`config.mk`:
```
export PLATFORM = sky130hd
export DESIGN_NAME = hid_boot_report_to_ascii
export DESIGN_NICKNAME = d
export VERILOG_FILES = /design/src/hw/rtl/hbra_pkg.sv /design/src/hw/rtl/hid_boot_report_to_ascii.sv /design/src/hw/rtl/hbra_lane.sv /design/src/hw/rtl/hbra_emit.sv
export SDC_FILE = /design/constraint.sdc
export NUM_CORES = 1
export LEC_CHECK = 0
export BUFFER_PORTS_ARGS = -buffer_cell sky130_fd_sc_hd__buf_4
export CORE_MARGIN = 2
export CORE_UTILIZATION = 30
export DETAILED_ROUTE_END_ITERATION = 6
export PLACE_DENSITY = 0.44
export SYNTH_ARGS = -nofsm -noshare
export SYNTH_HDL_FRONTEND = slang
export SYNTH_SLANG_ARGS = --single-unit
```
`constraint.sdc`:
```
create_clock -name clock -period 6.82 [get_ports clock]
set_input_delay 1.023 -clock clock [delete_from_list [all_inputs] [get_ports clock]]
set_output_delay 1.023 -clock clock [all_outputs]
set_load 0.005 [all_outputs]
```
`src/hw/rtl/hbra_pkg.sv`:
```
// Shared types, constants and tables for the boot keyboard report translator.
`timescale 1ns / 1ps
package hbra_pkg;

   localparam int SLOT_COUNT = 6;
   localparam int SLOT_IDX_W = $clog2(SLOT_COUNT);

   localparam logic [7:0] SHIFT_MASK     = 8'h22;
   localparam logic [7:0] MIN_REPORT_LEN = 8'd8;

   // Usage codes
   localparam logic [7:0] USAGE_A      = 8'h04;
   localparam logic [7:0] USAGE_Z      = 8'h1D;
   localparam logic [7:0] USAGE_1      = 8'h1E;
   localparam logic [7:0] USAGE_9      = 8'h26;
   localparam logic [7:0] USAGE_0      = 8'h27;
   localparam logic [7:0] USAGE_ENTER  = 8'h28;
   localparam logic [7:0] USAGE_BKSP   = 8'h2A;
   localparam logic [7:0] USAGE_SPACE  = 8'h2C;
   localparam logic [7:0] USAGE_MINUS  = 8'h2D;
   localparam logic [7:0] USAGE_EQUAL  = 8'h2E;
   localparam logic [7:0] USAGE_SEMI   = 8'h33;
   localparam logic [7:0] USAGE_COMMA  = 8'h36;
   localparam logic [7:0] USAGE_PERIOD = 8'h37;
   localparam logic [7:0] USAGE_SLASH  = 8'h38;

   // Shifted digit row, '1' through '9'
   localparam logic [6:0] DIGIT_SHIFT_TABLE [0:8] = '{
      7'h21, 7'h40, 7'h23, 7'h24, 7'h25, 7'h5E, 7'h26, 7'h2A, 7'h28
   };

   typedef struct packed {
      logic [7:0] report_length;
      logic [7:0] modifier_bits;
      logic [7:0] key_slot0;
      logic [7:0] key_slot1;
      logic [7:0] key_slot2;
      logic [7:0] key_slot3;
      logic [7:0] key_slot4;
      logic [7:0] key_slot5;
   } req_type;

   typedef struct packed {
      logic [6:0] ascii_char;
      logic       last_of_report;
   } rsp_type;

   typedef struct packed {
      logic       hit;
      logic [6:0] ch;
   } lane_type;

endpackage

```
`src/hw/rtl/hid_boot_report_to_ascii.sv`:
```
// Top level: USB HID boot keyboard report to a stream of ASCII characters.
`timescale 1ns / 1ps
// Each accepted report is translated by six lanes in parallel, one per key slot,
// and the lane results are held in a small buffer that drains one character per
// cycle, while the output is not stalled, into the output register, lowest slot
// first; the final character of a report carries last_of_report. Either shift
// bit of the modifier byte selects the shifted character set, reports shorter
// than eight bytes and empty or unmapped slots give no beat, and held keys are
// repeated on every report. Throughput is set by the single-beat result
// channel: a new report is taken in the same cycle that the last character of
// the previous one moves to the output register.
module hid_boot_report_to_ascii (
   input  logic              clock,
   input  logic              reset,
   input  logic              req_valid,
   output logic              req_stall,
   input  hbra_pkg::req_type req_data,
   output logic              rsp_valid,
   input  logic              rsp_stall,
   output hbra_pkg::rsp_type rsp_data
);

   logic [hbra_pkg::SLOT_COUNT-1:0][7:0]          codes;
   hbra_pkg::lane_type [hbra_pkg::SLOT_COUNT-1:0] lane_raw;
   hbra_pkg::lane_type [hbra_pkg::SLOT_COUNT-1:0] lanes;
   logic                                          shift;
   logic                                          long_enough;
   logic                                          can_load;
   logic                                          accept;

   assign shift       = (req_data.modifier_bits & hbra_pkg::SHIFT_MASK) != 8'd0;
   assign long_enough = req_data.report_length >= hbra_pkg::MIN_REPORT_LEN;

   assign codes[0] = req_data.key_slot0;
   assign codes[1] = req_data.key_slot1;
   assign codes[2] = req_data.key_slot2;
   assign codes[3] = req_data.key_slot3;
   assign codes[4] = req_data.key_slot4;
   assign codes[5] = req_data.key_slot5;

   // One lane per key slot; drop every hit of a short report
   for (genvar g = 0; g < hbra_pkg::SLOT_COUNT; g++) begin : g_lane
      hbra_lane u_lane (
         .code  (codes[g]),
         .shift (shift),
         .lane  (lane_raw[g])
      );
      assign lanes[g].hit = lane_raw[g].hit && long_enough;
      assign lanes[g].ch  = lane_raw[g].ch;
   end

   // Hold off a new report until the buffer frees up
   assign req_stall = !can_load;
   assign accept    = req_valid && can_load;

   hbra_emit u_emit (
      .clock     (clock),
      .reset     (reset),
      .load      (accept),
      .lanes     (lanes),
      .can_load  (can_load),
      .rsp_valid (rsp_valid),
      .rsp_stall (rsp_stall),
      .rsp_data  (rsp_data)
   );

endmodule

```
`src/hw/rtl/hbra_lane.sv`:
```
// One translation lane: usage code and shift state to an ASCII character.
`timescale 1ns / 1ps
module hbra_lane (
   input  logic [7:0]         code,
   input  logic               shift,
   output hbra_pkg::lane_type lane
);

   logic [6:0] letter_off;
   logic [3:0] digit_off;

   assign letter_off = 7'(code - hbra_pkg::USAGE_A);
   assign digit_off  = 4'(code - hbra_pkg::USAGE_1);

   always_comb begin
      lane.hit = 1'b1;
      lane.ch  = 7'd0;
      unique case (code) inside
         [hbra_pkg::USAGE_A:hbra_pkg::USAGE_Z]: begin
            lane.ch = (shift ? 7'h41 : 7'h61) + letter_off;
         end
         [hbra_pkg::USAGE_1:hbra_pkg::USAGE_9]: begin
            lane.ch = shift ? hbra_pkg::DIGIT_SHIFT_TABLE[digit_off]
                            : 7'h31 + {3'd0, digit_off};
         end
         hbra_pkg::USAGE_0:      lane.ch = shift ? 7'h29 : 7'h30;
         hbra_pkg::USAGE_ENTER:  lane.ch = 7'h0A;
         hbra_pkg::USAGE_BKSP:   lane.ch = 7'h08;
         hbra_pkg::USAGE_SPACE:  lane.ch = 7'h20;
         hbra_pkg::USAGE_MINUS:  lane.ch = shift ? 7'h5F : 7'h2D;
         hbra_pkg::USAGE_EQUAL:  lane.ch = shift ? 7'h2B : 7'h3D;
         hbra_pkg::USAGE_SEMI:   lane.ch = shift ? 7'h3A : 7'h3B;
         hbra_pkg::USAGE_COMMA:  lane.ch = shift ? 7'h3C : 7'h2C;
         hbra_pkg::USAGE_PERIOD: lane.ch = shift ? 7'h3E : 7'h2E;
         hbra_pkg::USAGE_SLASH:  lane.ch = shift ? 7'h3F : 7'h2F;
         default:                lane.hit = 1'b0;
      endcase
   end

endmodule

```
`src/hw/rtl/hbra_emit.sv`:
```
// Merge stage: hold one report's lane results, drain a beat a cycle unless stalled.
`timescale 1ns / 1ps
module hbra_emit (
   input  logic                                           clock,
   input  logic                                           reset,
   input  logic                                           load,
   input  hbra_pkg::lane_type [hbra_pkg::SLOT_COUNT-1:0]  lanes,
   output logic                                           can_load,
   output logic                                           rsp_valid,
   input  logic                                           rsp_stall,
   output hbra_pkg::rsp_type                              rsp_data
);

   logic [hbra_pkg::SLOT_COUNT-1:0] mask_ff, mask_in;
   logic [hbra_pkg::SLOT_COUNT-1:0][6:0] char_ff, char_in;
   logic [hbra_pkg::SLOT_COUNT-1:0] rest;
   logic [hbra_pkg::SLOT_IDX_W-1:0] sel;
   logic                            out_free;
   logic                            pop;
   logic                            rsp_valid_ff, rsp_valid_in;
   hbra_pkg::rsp_type               rsp_ff, rsp_in;

   // Lowest pending slot goes first
   always_comb begin
      sel = '0;
      for (int i = hbra_pkg::SLOT_COUNT - 1; i >= 0; i--) begin
         if (mask_ff[i]) begin
            sel = hbra_pkg::SLOT_IDX_W'(i);
         end
      end
   end

   assign rest     = mask_ff & (mask_ff - 1'b1);
   assign out_free = !rsp_valid_ff || !rsp_stall;
   assign pop      = (|mask_ff) && out_free;
   assign can_load = (mask_ff == '0) || (pop && (rest == '0));

   always_comb begin
      mask_in = mask_ff;
      char_in = char_ff;
      if (load) begin
         for (int i = 0; i < hbra_pkg::SLOT_COUNT; i++) begin
            mask_in[i] = lanes[i].hit;
            char_in[i] = lanes[i].ch;
         end
      end else if (pop) begin
         mask_in = rest;
      end
   end

   always_comb begin
      rsp_valid_in = rsp_valid_ff;
      rsp_in       = rsp_ff;
      if (pop) begin
         rsp_valid_in          = 1'b1;
         rsp_in.ascii_char     = char_ff[sel];
         rsp_in.last_of_report = (rest == '0);
      end else if (out_free) begin
         rsp_valid_in = 1'b0;
      end
   end

   always_ff @(posedge clock) begin
      if (reset) begin
         mask_ff      <= '0;
         rsp_valid_ff <= 1'b0;
      end else begin
         mask_ff      <= mask_in;
         rsp_valid_ff <= rsp_valid_in;
      end
   end

   always_ff @(posedge clock) begin
      char_ff <= char_in;
      rsp_ff  <= rsp_in;
   end

   assign rsp_valid = rsp_valid_ff;
   assign rsp_data  = rsp_ff;

endmodule

```
==> summary.txt <==
Routing
  – Number of antenna-violating nets in the routed design: 0
  – Via Count: around 7300
  – DR WL/cell: between 15 and 20 um
  – Highest layer used for signal routing: met4
  – DRC marker count from the first detailed-route iteration: ~330
  – DR vias/cell: between 5 and 6
  – Final WL: 22.5 mm
  – First-pass iteration count of the detailed router: 5
  – Metal-1 WL: approximately 11 mm
  – Routed length on met2: 10.4 mm
  – Met3 Routed Length: a little under 900 um
  – DRC violation count after routing: 0

STA
  – Transition time at the pin with the least slew margin: between 0.9 and 1 ns
  – Number of max-slew violations in the final report: 0
  – Total negative slack: 0 ns
  – Endpoints failing hold: 0
  – # setup viols final: 0
  – Achievable clock frequency: roughly 330 MHz
  – Post-route clock period utilization: 44.4%
  – RSZ-0062 raised after global routing: no
  – Headroom to the max-slew limit: a little over a third
  – Final worst-path setup slack: between 3 and 4 ns
  – Shortest clock period the worst path allows after layout: roughly 3.0 ns
  – Final Skew: 0.00506 ns

Die
  – Core ar.: 25300 um2
  – Starting utilization of the core area: 30.6%
  – Site Rows: 58
  – X dimension of the die: 164 um
  – I/O pins: just under 80
  – DIE HEIGHT: ~160 um
  – Die Outline Area: between 20000 and 30000 um2

Critical path
  – Crit. Startpoint: req_data[53]
  – Worst-path maximum fanout: 42
  – Crit start category: input port
  – Worst reg2reg path endpoint: u_emit.rsp_data[5]
  – Critical Path Sink: u_emit.char_ff[13]
  – Arrival time at the worst endpoint: between 3 and 4 ns
  – Launch instance of the worst register-to-register path: u_emit.mask_ff[4]
  – Worst Path Required: roughly 6.9 ns
  – Critical path capture point type: flop
  – Length in cells of the worst reg-to-reg path: 5
  – CP Class: input port to flop
  – Slack of the worst reg-to-reg path: roughly 4.2 ns

Global route
  – Largest net degree at the start of global routing: 57
  – GRT Util Overall: between 10% and 20%
  – Global route overflow: 0
  – Number of antenna violations at the first check in global routing: 0
  – Global-route wire length before repair: roughly 36 mm
  – Number of global-route vias before repair: 6881

Logic synthesis
  – Synth Area per Inst: just over 8 um2
  – Yosys Warn Count: 0
  – Largest cells by area after synthesis: edfxtp_1, ha_1, a21oi_1
  – Post-Synthesis Cells: roughly 930
  – Largest area contributor in the synthesized netlist: edfxtp_1
  – Number of enable-type register cells in the synthesized netlist: 50
  – Area of the mapped netlist: roughly 7700 um2
  – Sequential cell area fraction in the yosys report: between 20% and 30%
  – Portion of synthesized cell area occupied by the leading cell type: between 10% and 20%
  – Asr flop ratio synth: 0%
  – Post-synth net total: around 1100
  – Unique masters post-synth: between 70 and 80
  – Flip-flop and latch count after synthesis: 57
  – Most used flip-flop cell after synthesis: edfxtp_1

Finish
  – Util after Layout: between 30% and 40%
  – Post-route standard cell area excluding fillers: between 8000 and 9000 um2
  – Number of inserted diodes: 0
  – Layout filler cell count: between 2000 and 3000
  – Net count, final: 1158
  – Synth-to-layout area growth: 13.8%
  – Share of final-layout standard cells stronger than drive strength 1: a little over a tenth
  – Footprint of the multi-input gates: approximately 5600 um2
  – Sequential cell area in the final layout: between 1500 and 2000 um2

Placement
  – Routability-driven placement congestion ratio: roughly 0.81
  – Worst-case setup slack after placement: between 3 and 4 ns
  – Total placed instance area: around 8500 um2
  – DP HPWL: 17.1 mm
  – Number of buffer cells added on primary ports: 68

Clocking
  – # hold bufs at CTS: 0
  – Insertion delay to the later sink of the worst-skew pair: between 0.3 and 0.4 ns
  – Number of sinks driven by the clock tree: 57
  – Number of gates resized after cts: 0
  – Clock buffers created by TritonCTS: 9
  – Worst-case clock buffer depth: 2
  – CTS tree: yes
  – Number of buffers inserted by post-CTS setup repair: 0
  – Master cell of the clock root buffer: clkbuf_16
  – Clock slew at the register clock pins of the worst setup and hold paths: ~0.05 ns
  – # H-tree levels: 3

Power and ir drop
  – IR drop worst, VDD: around 0.00011 V
  – Standby leakage power: between 3 and 4 nW
  – Pwr/cell area: 148 nW/um2

Min path
  – Worst hold-check path type: flop to flop
  – Launch instance of the worst min-delay path: u_emit.mask_ff[2]

Run
  – Max cap viols: 0

Run status
  – Outcome: completed
## report_power, final
| part | internal [W] | switching, W | leakage, nW |
|---|---|---|---|
| clock network | 0.000279 | 0.000139 | 0.138 |
| registers | 0.000426 | 0.0000143 | 0.560 |
| logic | 0.000171 | 0.000273 | 2.90 |
## per-stage QoR
stage | hold slack, ns | std cells | power (W)
2_1_floorplan | 0.505 | 929 | 0.000729
3_3_place_gp | 0.548 | 1290 | 0.000895
3_5_place_dp | 0.549 | 1290 | 0.000890
4_1_cts | 0.558 | 1306 | 0.00132
5_1_grt | 0.591 | 1306 | 0.00139
6_report | 0.561 | 1306 | 0.00130
## worst max-delay path, cell delays in order
cell     delay [ns]
buf_4          0.09
nor2_4         0.04
inv_2          0.62
ha_1           0.38
inv_1          0.06
ha_1           0.23
a21oi_1        0.17
xnor2_1        0.12
a221o_1        0.34
## state kept, by name (all words and copies together) (netlist names)
signal,flops
u_emit.mask_ff,6
u_emit.rsp_data,8
u_emit.char_ff,42
u_emit.rsp_valid,1
## layout by cell type (no fill, tap or decap), types with 8 or more instances in the layout
master	Yosys	final
o211ai_1	22	22
clkbuf_16	0	9
xnor2_1	24	24
a211o_1	9	9
nand4_1	11	11
o21ai_0	52	52
o21bai_1	12	12
and3_1	9	9
mux2i_1	12	12
a211oi_1	49	49
nor3_1	17	17
nor2_1	47	46
a221oi_1	8	8
xor2_1	15	15
edfxtp_1	50	50
or3_1	11	11
ha_1	119	119
nand3_1	32	32
o221ai_1	8	8
a21oi_1	77	77
buf_4	0	71
nand2_1	68	68
inv_1	78	77
a22oi_1	9	9
a31oi_1	14	14
## cells in the mapped netlist, types with 7 or more instances
cell type	instances
o21bai_1	12
clkbuf_1	27
a22oi_1	9
nand3_1	32
xor2_1	15
or3_1	11
a211oi_1	49
nand2_1	68
buf_2	8
a211o_1	9
o211ai_1	22
nand4_1	11
nor3_1	17
mux2i_1	12
o21ai_0	52
nor2b_1	7
a221oi_1	8
o22ai_1	7
o221ai_1	8
and3_1	9
xnor2_1	24
dfxtp_1	7
inv_1	78
ha_1	119
o31ai_1	7
edfxtp_1	50
a31oi_1	14
a21oi_1	77
nor2_1	47
## routing by layer
metal	GRT usage, %	vias to the layer above
met3	1.98	16
met2	26.7	166
met5	0	-
met4	2.92	0
li1	-	3620
met1	23.9	3461
## cell type report
class	instances	area share, %
clock buffers	12	2.69
clock inverters	4	0.499
inverters	78	3.33
multi-input cells	754	64.0
flip-flops and latches	57	18.7
well taps	330	4.70
repair buffers	71	6.07
## worst min path at each step
| stage | end | slack [ns] | cells after the start |
|---|---|---|---|
| 3_3_place_gp | u_emit.rsp_valid | 0.55 | 2 |
| 3_5_place_dp | u_emit.rsp_valid | 0.55 | 2 |
| 5_1_grt | u_emit.mask_ff[2] | 0.59 | 2 |
| 6_report | u_emit.mask_ff[2] | 0.56 | 2 |
| 2_1_floorplan | u_emit.mask_ff[4] | 0.50 | 2 |
| 4_1_cts | u_emit.mask_ff[2] | 0.56 | 2 |
## cells by family (layout without fill, tap and decap cells)
group,after synthesis,after routing,share of synthesized area [%]
multiplexers,14,14,1.85
adder cells (fa/ha/maj),120,120,19.4
AO/OA/AOI/OAI,338,338,30.7
AND/OR/NAND/NOR,243,243,16.4
XOR/XNOR,39,39,4.43
buffers and inverters,118,165,5.98
flip-flops,57,57,21.3
(Power assumes the default switching activity.)
